## config.mk

```make
export PLATFORM = sky130hd
export DESIGN_NAME = double_operand_alu
export DESIGN_NICKNAME = d
export VERILOG_FILES = /design/src/rtl/dalu_pkg.sv /design/src/rtl/double_operand_alu.sv
export SDC_FILE = /design/constraint.sdc
export NUM_CORES = 1
export LEC_CHECK = 0
export BUFFER_PORTS_ARGS = -buffer_cell sky130_fd_sc_hd__buf_2
export CELL_PAD_IN_SITES_DETAIL_PLACEMENT = 1
export CELL_PAD_IN_SITES_GLOBAL_PLACEMENT = 1
export CORE_UTILIZATION = 54
export CTS_CLUSTER_SIZE = 14
export DETAILED_ROUTE_END_ITERATION = 10
export PLACE_DENSITY = 0.95
export REMOVE_ABC_BUFFERS = 1
export SYNTH_ARGS = -nofsm -noshare
export SYNTH_HDL_FRONTEND = slang
export SYNTH_SLANG_ARGS = --single-unit
```

## constraint.sdc

```tcl
create_clock -name clock -period 18.3 [get_ports clock]
set_input_delay 4.575 -clock clock [delete_from_list [all_inputs] [get_ports clock]]
set_output_delay 4.575 -clock clock [all_outputs]
set_load 0.02 [all_outputs]
```

## src/rtl/dalu_pkg.sv

```systemverilog
package dalu_pkg;

   // two-operand opcodes, codes fourteen and fifteen are unassigned
   typedef enum logic [3:0] {
      OP_BIT  = 4'd0,
      OP_BITB = 4'd1,
      OP_BIC  = 4'd2,
      OP_BICB = 4'd3,
      OP_BIS  = 4'd4,
      OP_BISB = 4'd5,
      OP_ADD  = 4'd6,
      OP_SUB  = 4'd7,
      OP_MOV  = 4'd8,
      OP_MOVB = 4'd9,
      OP_CMP  = 4'd10,
      OP_CMPB = 4'd11,
      OP_XOR  = 4'd12,
      OP_MUL  = 4'd13
   } opcode_type;

   localparam int WORD_WIDTH = 16;
   localparam int BYTE_WIDTH = 8;

   typedef struct packed {
      logic [3:0]            opcode;
      logic [WORD_WIDTH-1:0] src_value;
      logic [WORD_WIDTH-1:0] dst_value;
   } req_type;

   typedef struct packed {
      logic [WORD_WIDTH-1:0] result_word;
      logic [WORD_WIDTH-1:0] product_high;
      logic                  write_back;
      logic                  flag_n;
      logic                  flag_z;
      logic                  flag_v;
      logic                  flag_c;
      logic                  c_update;
   } rsp_type;

endpackage

```

## src/rtl/double_operand_alu.sv

```systemverilog
// two-operand execute unit: logical ops, add, sub, cmp, mov, xor, signed multiply
// a beat taken into the input register is computed, held in the result register, and shown on rsp_strobe/rsp_item
// throughput: one beat per cycle, set by the input register and the result register
// busy is held low; the receiver cannot stall, every result is shown for one cycle only
// reset (synchronous, active high) clears both valid stages; payload registers are not reset
module double_operand_alu (
   input  logic              clock,
   input  logic              reset,
   input  logic              start,
   output logic              busy,
   input  dalu_pkg::req_type req_item,
   output logic              rsp_strobe,
   output dalu_pkg::rsp_type rsp_item
);
   import dalu_pkg::*;

   // input stage
   logic    in_valid_ff, in_valid_in;
   req_type in_item_ff;

   // result stage
   logic    rsp_valid_ff, rsp_valid_in;
   rsp_type rsp_item_ff, rsp_item_in;

   // no internal stall: a beat can enter every cycle
   assign busy        = 1'b0;
   assign in_valid_in = start & ~busy;

   // operands of the registered beat
   logic [WORD_WIDTH-1:0] s, d;
   logic [BYTE_WIDTH-1:0] sb, db;
   assign s  = in_item_ff.src_value;
   assign d  = in_item_ff.dst_value;
   assign sb = s[BYTE_WIDTH-1:0];
   assign db = d[BYTE_WIDTH-1:0];

   // arithmetic, carry and borrow come out of the extra top bit
   logic [WORD_WIDTH:0] add_full, sub_full, cmp_full;
   logic [BYTE_WIDTH:0] cmpb_full;
   assign add_full  = {1'b0, s} + {1'b0, d};
   assign sub_full  = {1'b0, d} - {1'b0, s};
   assign cmp_full  = {1'b0, s} - {1'b0, d};
   assign cmpb_full = {1'b0, sb} - {1'b0, db};

   // signed overflow, sign bits of the operands against the sign of the result
   logic add_v, sub_v, cmp_v, cmpb_v;
   assign add_v  = ~(s[WORD_WIDTH-1] ^ d[WORD_WIDTH-1])
                 & (s[WORD_WIDTH-1] ^ add_full[WORD_WIDTH-1]);
   assign sub_v  = (s[WORD_WIDTH-1] ^ d[WORD_WIDTH-1])
                 & ~(s[WORD_WIDTH-1] ^ sub_full[WORD_WIDTH-1]);
   assign cmp_v  = (s[WORD_WIDTH-1] ^ d[WORD_WIDTH-1])
                 & ~(d[WORD_WIDTH-1] ^ cmp_full[WORD_WIDTH-1]);
   assign cmpb_v = (sb[BYTE_WIDTH-1] ^ db[BYTE_WIDTH-1])
                 & ~(db[BYTE_WIDTH-1] ^ cmpb_full[BYTE_WIDTH-1]);

   // 16x16 signed multiply, one multiplier in this stage
   logic signed [2*WORD_WIDTH-1:0] product;
   logic                           mul_out_of_range;
   assign product = $signed(s) * $signed(d);
   // fits in 16-bit signed only when the top seventeen bits all agree
   assign mul_out_of_range = ~((&product[2*WORD_WIDTH-1:WORD_WIDTH-1])
                             | ~(|product[2*WORD_WIDTH-1:WORD_WIDTH-1]));

   always_comb begin
      logic [WORD_WIDTH-1:0] res;
      logic                  byte_op;
      logic                  known;
      res         = '0;
      byte_op     = 1'b0;
      known       = 1'b1;
      rsp_item_in = '0;
      rsp_item_in.write_back = 1'b1;
      unique case (in_item_ff.opcode)
         OP_BIT: begin
            res = s & d;
            rsp_item_in.write_back = 1'b0;
         end
         OP_BITB: begin
            res = s & d;
            byte_op = 1'b1;
            rsp_item_in.write_back = 1'b0;
         end
         OP_BIC:  res = ~s & d;
         OP_BICB: begin
            res = ~s & d;
            byte_op = 1'b1;
         end
         OP_BIS:  res = s | d;
         OP_BISB: begin
            res = s | d;
            byte_op = 1'b1;
         end
         OP_ADD: begin
            res = add_full[WORD_WIDTH-1:0];
            rsp_item_in.flag_v   = add_v;
            rsp_item_in.flag_c   = add_full[WORD_WIDTH];
            rsp_item_in.c_update = 1'b1;
         end
         OP_SUB: begin
            res = sub_full[WORD_WIDTH-1:0];
            rsp_item_in.flag_v   = sub_v;
            rsp_item_in.flag_c   = sub_full[WORD_WIDTH];
            rsp_item_in.c_update = 1'b1;
         end
         OP_MOV:  res = s;
         OP_MOVB: begin
            res = s;
            byte_op = 1'b1;
         end
         OP_CMP: begin
            res = cmp_full[WORD_WIDTH-1:0];
            rsp_item_in.flag_v     = cmp_v;
            rsp_item_in.flag_c     = cmp_full[WORD_WIDTH];
            rsp_item_in.c_update   = 1'b1;
            rsp_item_in.write_back = 1'b0;
         end
         OP_CMPB: begin
            res = {{(WORD_WIDTH-BYTE_WIDTH){1'b0}}, cmpb_full[BYTE_WIDTH-1:0]};
            byte_op = 1'b1;
            rsp_item_in.flag_v     = cmpb_v;
            rsp_item_in.flag_c     = cmpb_full[BYTE_WIDTH];
            rsp_item_in.c_update   = 1'b1;
            rsp_item_in.write_back = 1'b0;
         end
         OP_XOR:  res = s ^ d;
         OP_MUL:  res = product[WORD_WIDTH-1:0];
         default: known = 1'b0;
      endcase

      if (byte_op) begin
         res[WORD_WIDTH-1:BYTE_WIDTH] = '0;
      end
      rsp_item_in.result_word = res;
      rsp_item_in.flag_n = byte_op ? res[BYTE_WIDTH-1] : res[WORD_WIDTH-1];
      rsp_item_in.flag_z = ~(|res);

      // multiply flags come from the full 32-bit product
      if (in_item_ff.opcode == OP_MUL) begin
         rsp_item_in.product_high = product[2*WORD_WIDTH-1:WORD_WIDTH];
         rsp_item_in.flag_n       = product[2*WORD_WIDTH-1];
         rsp_item_in.flag_z       = ~(|product);
         rsp_item_in.flag_c       = mul_out_of_range;
         rsp_item_in.c_update     = 1'b1;
      end

      // unassigned opcodes give an all-zero result
      if (!known) begin
         rsp_item_in = '0;
      end
   end

   assign rsp_valid_in = in_valid_ff;

   // valid pipeline
   always_ff @(posedge clock) begin
      if (reset) begin
         in_valid_ff  <= 1'b0;
         rsp_valid_ff <= 1'b0;
      end else begin
         in_valid_ff  <= in_valid_in;
         rsp_valid_ff <= rsp_valid_in;
      end
   end

   // payload pipeline, loaded only with a live beat
   always_ff @(posedge clock) begin
      if (in_valid_in) begin
         in_item_ff <= req_item;
      end
      if (rsp_valid_in) begin
         rsp_item_ff <= rsp_item_in;
      end
   end

   assign rsp_strobe = rsp_valid_ff;
   assign rsp_item   = rsp_item_ff;

`ifndef NO_ASSERTIONS
   // every accepted beat comes out on rsp_strobe after passing the input and result registers
   a_latency: assert property (@(posedge clock) disable iff (reset)
      (start && !busy) |-> ##2 rsp_strobe)
      else $error("accepted beat did not produce a result");

   // no result without a beat held in the input register before it
   a_no_spurious: assert property (@(posedge clock) disable iff (reset)
      rsp_strobe |-> $past(in_valid_ff))
      else $error("result strobe without an accepted beat");

   // carry flag is only meaningful with its update mark
   a_carry_mark: assert property (@(posedge clock) disable iff (reset)
      (rsp_strobe && !rsp_item.c_update) |-> !rsp_item.flag_c)
      else $error("flag_c set without c_update");

   // a nonzero upper product only comes from multiply
   a_product_high: assert property (@(posedge clock) disable iff (reset)
      (rsp_strobe && (rsp_item.product_high != '0))
         |-> (rsp_item.c_update && rsp_item.write_back && !rsp_item.flag_v))
      else $error("upper product word on a non-multiply result");

   // negative and zero exclude each other
   a_n_z: assert property (@(posedge clock) disable iff (reset)
      rsp_strobe |-> !(rsp_item.flag_n && rsp_item.flag_z))
      else $error("flag_n and flag_z both set");
`endif

endmodule

```

### Word level (Yosys, flattened, before mapping)

Index checks and enable logic that the tools add are counted.

| operators by class | value |
|---|---|
| $add $sub $neg | 4 |
| bitwise operators | 24 |
| reduce and logical (&&, ||, !) cells | 13 |
| mux-type cells | 9 |
| multipliers | 1 |
| equal/unequal tests | 13 |

Operators by type and width:

| kind | count |
|---|---|
| 16-bit case mux with 10 select lines | 1 |
| 16-bit by 16-bit subtractor with 17-bit output | 2 |
| 16-bit bitwise AND | 2 |
| 16-bit by 16-bit multiplier with 32-bit output | 1 |
| 32-bit OR reduction | 1 |
| 4-bit == test, second input constant | 6 |
| 16-bit by 16-bit adder with 17-bit output | 1 |
| 17-bit AND reduction | 1 |
| 17-bit OR reduction | 1 |
| 4-bit by 3-bit == test with 1-bit output, second input constant | 4 |
| 16-bit NOT | 1 |
| 16-bit bitwise OR | 1 |
| 16-bit OR reduction | 1 |
| 16-bit XOR | 1 |
| 14-bit OR reduction | 1 |
| 3-bit case mux with 4 select lines | 1 |
| 8-bit by 8-bit subtractor with 9-bit output | 1 |
| 4-bit by 2-bit == test with 1-bit output, second input constant | 2 |
| 8-bit 2-to-1 mux | 1 |
| 1-bit NOT | 8 |
| 2-bit OR reduction | 4 |
| 1-bit XOR | 6 |
| 5-bit OR reduction | 1 |
| 1-bit bitwise AND | 4 |
| 7 further kinds | 11 |

| storage, ports and cells | value |
|---|---|
| word-level logic and storage cells | 77 |
| bits in registers | 76 |

### Logic depth before layout (Yosys ltp)

Gate-level depths: netlist of run 1.

| logic depth | value |
|---|---|
| word-level depth | 7 |
| gate-level depth with buffers | 28 |
| mapped depth without buffers | 25 |

### Worst setup path before layout of run 1

OpenSTA, ideal clock, no wires.

| timing | value |
|---|---|
| kind | register -> register |
| from | reg in_item_ff (netlist bit d[4]) |
| to | reg rsp_item_ff (netlist bit rsp_item[1]) (data pin) |
| data required time | 18.044 ns |
| period minus slack after synthesis | 7.191 ns |
| library setup time | 0.256 ns |
| path buffers | 2 |
| data arrival time | 6.934 ns |
| stages on the path, launching flop included | 26 |
| setup slack | 11.109 ns |
| cell sequence | edfxtp_1 inv_1 buf_1 nor2_1 fa_1 inv_1 fa_1 fa_1 fa_1 inv_1 fa_1 inv_1 fa_1 inv_1 ha_1 and3_1 a31o_2 or3_1 o21a_1 clkbuf_1 o41ai_2 or4b_1 o311a_1 nor3_1 nand4b_1 o22a_1 |

| between the ends | value |
|---|---|
| longest elaborated chain between the ends | 6 |

RTL lines:

| item | RTL line | text |
|---|---|---|
| from (decl) | double_operand_alu.sv:19 | `req_type in_item_ff;` |
| from (signal assigned) | double_operand_alu.sv:168 | `in_item_ff <= req_item;` |
| 16-bit by 16-bit multiplier with 32-bit output | double_operand_alu.sv:59 | `assign product = $signed(s) * $signed(d);` |
| 17-bit OR reduction | double_operand_alu.sv:62 | `\| ~(\|product[2*WORD_WIDTH-1:WORD_WIDTH-1]));` |
| 1-bit NOT | double_operand_alu.sv:62 |  |
| 1-bit bitwise OR | double_operand_alu.sv:62 |  |
| 1-bit NOT | double_operand_alu.sv:61 | `assign mul_out_of_range = ~((&product[2*WORD_WIDTH-1:WORD_WIDTH-1])` |
| 2-bit 2-to-1 mux (*) | double_operand_alu.sv:138 | `if (in_item_ff.opcode == OP_MUL) begin` |
| to (signal assigned) | double_operand_alu.sv:171 | `rsp_item_ff <= rsp_item_in;` |
| to (decl) | double_operand_alu.sv:23 | `rsp_type rsp_item_ff, rsp_item_in;` |

Mark *: on every way between the ends. The rest lies on a longest branch, timed or not.
A chain may end at the register's enable or synchronous reset.

### Final worst setup path of run 1

| timing | value |
|---|---|
| from | reg in_item_ff (netlist bit s[6]) |
| to | reg rsp_item_ff (netlist bit rsp_item[1]) (data pin) |

Same word-level chain as after synthesis.

==> results.py, run 1 <==
metrics = {
    "outcome": {
        "status": "completed",
    },
    "synth": {
        "syn_area_sq_um": 16300,
        "synth-seq-cells": 76,
        "synth_top_cell_area_share_pct": 32.6,
        "synth_area_leaders": "fa_1 (33%), edfxtp_1 (14%), ha_1 (11%)",
        "synth_cells": 1857,
        "synth_adder_area_share_pct": 43.8,
        "ys_warn_count": 0,
        "yosys.area_share.simple_pct": 14.3,
        "synth_compound_area_share_pct": 14.1,
        "synth_top_family_by_area": "adder cells",
        "synth_xor_area_share_pct": 2.47,
        "ys_seq_area_share_pct": 13.9,
        "post_synth_num_cell_types": 77,
        "muxShareOfSynthArea_pct": 0.745,
        "yosysTopAreaCell": "fa_1",
        "syn_avg_cell_area_sq_um": 8.78,
        "ys.flop_type": "edfxtp_1",
        "synthArstFlopShare_pct": 0,
        "synth_edf_count": 74,
    },
    "final_layout": {
        "regArea_sq_um": 2260,
        "final_common_cell": "inv_1",
        "area_delta_synth_final_pct": 6.08,
        "nNetsFinal": 2329,
        "multiInputGateArea_sq_um": 12300,
        "n_fill_cell": 3522,
        "drive_gt1_share_pct": 7.17,
        "fin_area_sq_um": 17300,
        "n_antenna_cell": 0,
        "final_cell_mix": "inv_1 (364), fa_1 (265), nor2_1 (192)",
    },
    "clock_network": {
        "cts-resized-gates": 0,
        "post-cts-setup-buffers": 0,
        "cts.clk_slew.worst_paths_ps": 70,
        "cts.path.max_buffers": 2,
        "ctsRootBufferMaster": "clkbuf_16",
        "cts_buffers": 9,
        "cts_hold_buffers": 0,
        "cts_tree": "done",
        "cts.sinks": 76,
        "cts-htree-levels": 3,
        "clk_latency_ps": 380,
    },
    "worst_setup_path": {
        "cpMostUsedCell": "fa_1",
        "arrival_ps": 8860,
        "critPathKind": "register to register",
        "crit_chain": "clkinv_1, nor2_1, fa_1, inv_1, fa_1, fa_1, fa_1, inv_1, fa_1, inv_1, fa_1, inv_1, ha_1, and3_1, a31o_2, or3_1, o21a_1, o41ai_2, xor2_1, nand4_1, nor4_1, a31oi_1, o22a_1",
        "slowest_stage": "edfxtp_1",
        "end_kind": "register",
        "max_stage_delay_ps": 850,
        "cp-start-kind": "register",
        "crit_path_max_fanout": 13,
        "required_ps": 18440,
    },
    "sta": {
        "max_slew.worst_pin.slew_ps": 1290,
        "setup_violations": 0,
        "clock_skew_ps": 12.6,
        "rsz0062_at_grt": "false",
        "maxSlewViolCount": 0,
        "slew_headroom_pct": 12.9,
        "max_freq_mhz": 115,
        "fin_crit_ps": 8720,
        "fin_crit_sh_pct": 47.6,
        "final.setup.tns_ps": 0,
        "hold_viol": 0,
    },
    "floorplan": {
        "ioPinCount": 79,
        "fp-row-count": 63,
        "dieArea_sq_um": 30900,
        "dieHeight_um": 176,
        "start_util_pct": 55.0,
        "core_sq_um": 29600,
        "die_w_um": 176,
    },
    "detailed_routing": {
        "drc": 0,
        "vias": 14900,
        "postRouteAntennaNets": 0,
        "post_drt_wl_per_cell_um": 28.5,
        "vias_per_cell": 6.55,
        "drtPass1Iterations": 5,
        "finalWirelength_um": 64800,
        "drt_iter0_drc": 1784,
    },
    "global_route": {
        "grt.total_usage_pct": 43.3,
        "antenna_found_initial": 0,
        "first_global_vias": 16400,
        "grt_pass1_wl_um": 98100,
        "grt_max_degree": 43,
        "grt_overflow": 0,
    },
    "place": {
        "io_buffers": 77,
        "gp_congestion": 1.11,
        "dpl_cell_area_sq_um": 17000,
        "place_hpwl_um": 51100,
    },
    "worst_hold_path": {
        "min_path_type": "register to register",
    },
    "job": {
        "maxCapViolCount": 0,
    },
}
state kept, by name, summed over array words and instances, names as in the netlist:
name         count
d               16
rsp_item        38
s               16
in_valid_ff      1
in_item_ff       4
rsp_strobe       1
cells by family after synthesis:
family | count (synthesis)
AOI/OAI and AO/OA | 330
xor gates and xnor gates | 46
buffers and inverters | 463
other | 1
muxes | 12
DFF | 76
and+or+nand+nor | 518
adders and majority gates | 411
synth_stat cells (11+ instances only):
library cell,number
a21o_1,20
a21oi_1,66
a22oi_1,11
a31oi_1,17
clkbuf_1,69
edfxtp_1,74
fa_1,265
ha_1,146
inv_1,364
mux2i_1,11
nand2_1,171
nand2b_1,13
nand3_1,21
nor2_1,192
nor2b_1,16
nor3_1,25
nor4_1,12
o211ai_1,11
o21a_1,14
o21ai_0,54
o21bai_1,14
o22ai_1,15
xnor2_1,32
xor2_1,14
metrics by stage:
stage	instances	setup WS, ps	hold WS, ps	utilization, %
global route	2274	9400	501	58.3
CTS	2274	9790	490	58.3
detailed placement	2258	9820	469	57.3
finish	2274	9580	484	58.3
floorplan	1772	11340	693	-
global placement	2258	10160	443	57.3
worst paths after layout:
kind | start | end | slack (ps) | cells after the start
max | s[6]$_DFFE_PP_ | rsp_item[1]$_SDFFCE_PN0P_ | 9580 | 23
min | in_valid_ff$_SDFF_PP0_ | rsp_strobe$_SDFF_PP0_ | 480 | 1
max reg2reg | s[6]$_DFFE_PP_ | rsp_item[1]$_SDFFCE_PN0P_ | 9580 | 23
min reg2reg | in_valid_ff$_SDFF_PP0_ | rsp_strobe$_SDFF_PP0_ | 480 | 1
per-layer routing:
metal  vias up  part of all wire (%)  global-route usage (%)
met5         -                     0                       0
met4         0                   8.5                    31.8
met3       336                   8.9                    9.31
met2       991                    48                    71.3
met1      7501                    35                    49.9
li1       6074                     -                       -
area by class of cell:
type / count / share of cell area, %
sequential: 76 / 13.1
timing repair buffer: 96 / 3.05
clock buffer: 9 / 1.30
inverter: 378 / 8.21
clock inverter: 7 / 0.427
tap: 390 / 2.82
multi-input combinational: 1318 / 71.1
critical path: cells and delay by family (launching register included):
kind	cells	cell delay (ps)
fa+ha+maj	7	3360
simple gates	5	1550
compound gates	5	1520
buf+inv	5	850
flops	1	850
xor+xnor	1	330
Power of run 1 is not shown: default switching activity piles up to over one toggle a cycle in this logic, so the estimate is an artifact.
==> run 2, diff against run 1 <==
Settings changed: CORE_UTILIZATION 54 to 45, PLACE_DENSITY 0.95 to 0.9.
Clock period 18.3 ns to 7.4 ns, I/O delays scaled along.
==> run 2 against run 1 <==
Effect of this change: sequential share of layout area decreased by 0.69 points; via count decreased by 0.69%; count of clock-buffer cells in the layout unchanged; cell count increased by 7.3%; largest cell class unchanged; highest routed layer unchanged.
==> results.py, run 2 (synthesis gave the netlist of run 1 again) <==
metrics = {
    "worst_setup_path": {
        "reg2reg_from": "d[2]$_DFFE_PP_",
        "cp-start-kind": "register",
        "cp.depth": 23,
        "r2r-end": "rsp_item[1]$_SDFFCE_PN0P_",
        "crit_path_end": "rsp_item[1]$_SDFFCE_PN0P_",
        "reg2reg_depth": 23,
        "crit_family": "adder cells",
        "max_stage_delay_ps": 600,
        "rrSetupSlack_ps": 130,
        "arrival_ps": 7410,
        "critPathKind": "register to register",
        "cpMostUsedCell": "fa_1",
        "crit_buf_inv": 5,
        "required_ps": 7540,
        "slowest_stage": "fa_1",
        "crit_path_max_fanout": 8,
        "crit_chain": "buf_4, nand2_1, fa_1, fa_1, fa_1, fa_1, inv_1, fa_1, inv_1, fa_1, inv_1, ha_2, and3_1, a31o_2, or3_4, o21a_1, buf_4, o21ai_2, xor2_2, nand4_1, nor4_4, a31oi_1, o22a_1",
        "cp-startpoint": "d[2]$_DFFE_PP_",
        "end_kind": "register",
    },
    "final_layout": {
        "drive_gt1_share_pct": 13.3,
        "final_common_cell": "inv_1",
        "fin_area_sq_um": 18300,
        "area_delta_synth_final_pct": 12.1,
        "nNetsFinal": 2425,
        "final_cells": 2441,
        "largest_reg_flops": 38,
        "final_cell_mix": "inv_1 (361), fa_1 (264), nor2_1 (191)",
        "n_antenna_cell": 0,
    },
    "global_route": {
        "grt_max_degree": 40,
        "grt.total_usage_pct": 36.2,
        "grt_overflow": 0,
        "grt_pass1_wl_um": 97300,
        "antenna_found_initial": 0,
        "first_global_vias": 16200,
    },
    "clock_network": {
        "cts.path.max_buffers": 2,
        "cts_buffers": 9,
        "ctsRootBufferMaster": "clkbuf_16",
        "cts_tree": "done",
        "cts-htree-levels": 3,
        "cts.clk_slew.worst_paths_ps": 70,
        "clk_latency_ps": 390,
        "cts.sinks": 76,
    },
    "floorplan": {
        "dieHeight_um": 192,
        "start_util_pct": 45.8,
        "ioPinCount": 79,
        "fp-row-count": 69,
        "die_w_um": 192,
        "core_sq_um": 35600,
        "dieArea_sq_um": 37000,
    },
    "detailed_routing": {
        "vias_per_cell": 6.06,
        "post_drt_wl_per_cell_um": 26.2,
        "wirelength_met1_um": 24400,
        "drt_iter0_drc": 1404,
        "vias": 14800,
        "postRouteAntennaNets": 0,
        "drtPass1Iterations": 5,
        "top_layer": "met4",
        "finalWirelength_um": 64100,
        "wl_met2_um": 30900,
        "wl_met3_um": 4740,
        "drc": 0,
    },
    "sta": {
        "fin_ws_ps": 129,
        "fin_crit_sh_pct": 98.3,
        "maxSlewViolCount": 0,
        "max_freq_mhz": 138,
        "slew_headroom_pct": 21.9,
        "setup_violations": 0,
        "hold_viol": 0,
        "final.setup.tns_ps": 0,
        "clock_skew_ps": 13.1,
        "fin_crit_ps": 7270,
        "max_slew.worst_pin.slew_ps": 1140,
    },
    "outcome": {
        "status": "completed",
    },
    "job": {
        "maxCapViolCount": 0,
    },
    "place": {
        "dpl_cell_area_sq_um": 17700,
        "place_hpwl_um": 53300,
        "place_inst": 2413,
        "post-place-ws_ps": -142,
        "gp_congestion": 1.01,
        "io_buffers": 77,
    },
    "worst_hold_path": {
        "min_path_type": "register to register",
    },
}
[run 2: what timing repair did]
action / 4_1_cts / 5_1_grt
endpoints found under the setup margin: 3 / 7
buffers inserted: 5 / 7
pin swaps: 0 / 8
resized for setup: 6 / 33
hold buffers: 0 / 0
[run 2: how the worst min path moves through the flow]
stage,start,endpoint,slack [ps],cells after the start
2_1_floorplan,d[0]$_DFFE_PP_,rsp_item[22]$_SDFFCE_PN0P_,690,2
3_3_place_gp,in_valid_ff$_SDFF_PP0_,rsp_item[37]$_SDFFCE_PN0P_,870,0
3_5_place_dp,in_valid_ff$_SDFF_PP0_,rsp_item[37]$_SDFFCE_PN0P_,900,0
4_1_cts,in_valid_ff$_SDFF_PP0_,rsp_item[37]$_SDFFCE_PN0P_,910,0
5_1_grt,in_valid_ff$_SDFF_PP0_,rsp_item[1]$_SDFFCE_PN0P_,950,0
6_report,in_valid_ff$_SDFF_PP0_,rsp_item[37]$_SDFFCE_PN0P_,890,0
[run 2: through the flow]
stage	hold slack [ps]	util [%]
2_1_floorplan	693	-
3_3_place_gp	869	49.8
3_5_place_dp	899	49.8
4_1_cts	909	50.8
5_1_grt	946	51.3
6_report	892	51.3
[run 2: layout make-up]
class | instances | area, sq um
Tap cell | 461 | 577
Inverter | 378 | 1430
Fill cell | 4241 | 17300
Clock inverter | 7 | 42.5
Clock buffer | 9 | 225
Timing Repair Buffer | 192 | 1280
Sequential cell | 76 | 2260
Multi-Input combinational cell | 1318 | 12400
[run 2: worst register-to-register path, delay by kind of cell (launching register included)]
family / cells / cell delay, ps
fa+ha+maj: 7 / 3330
compound gates: 5 / 1010
buf+inv: 5 / 640
flops: 1 / 530
xor+xnor: 1 / 240
simple gates: 5 / 1280
[run 2: routing by layer]
layer	track usage, %	vias to the layer above
met1	43.2	7559
met2	61.1	742
li1	-	6265
met5	0	-
met3	6.80	233
met4	20.4	0
Power of run 2 is left out for the same reason.
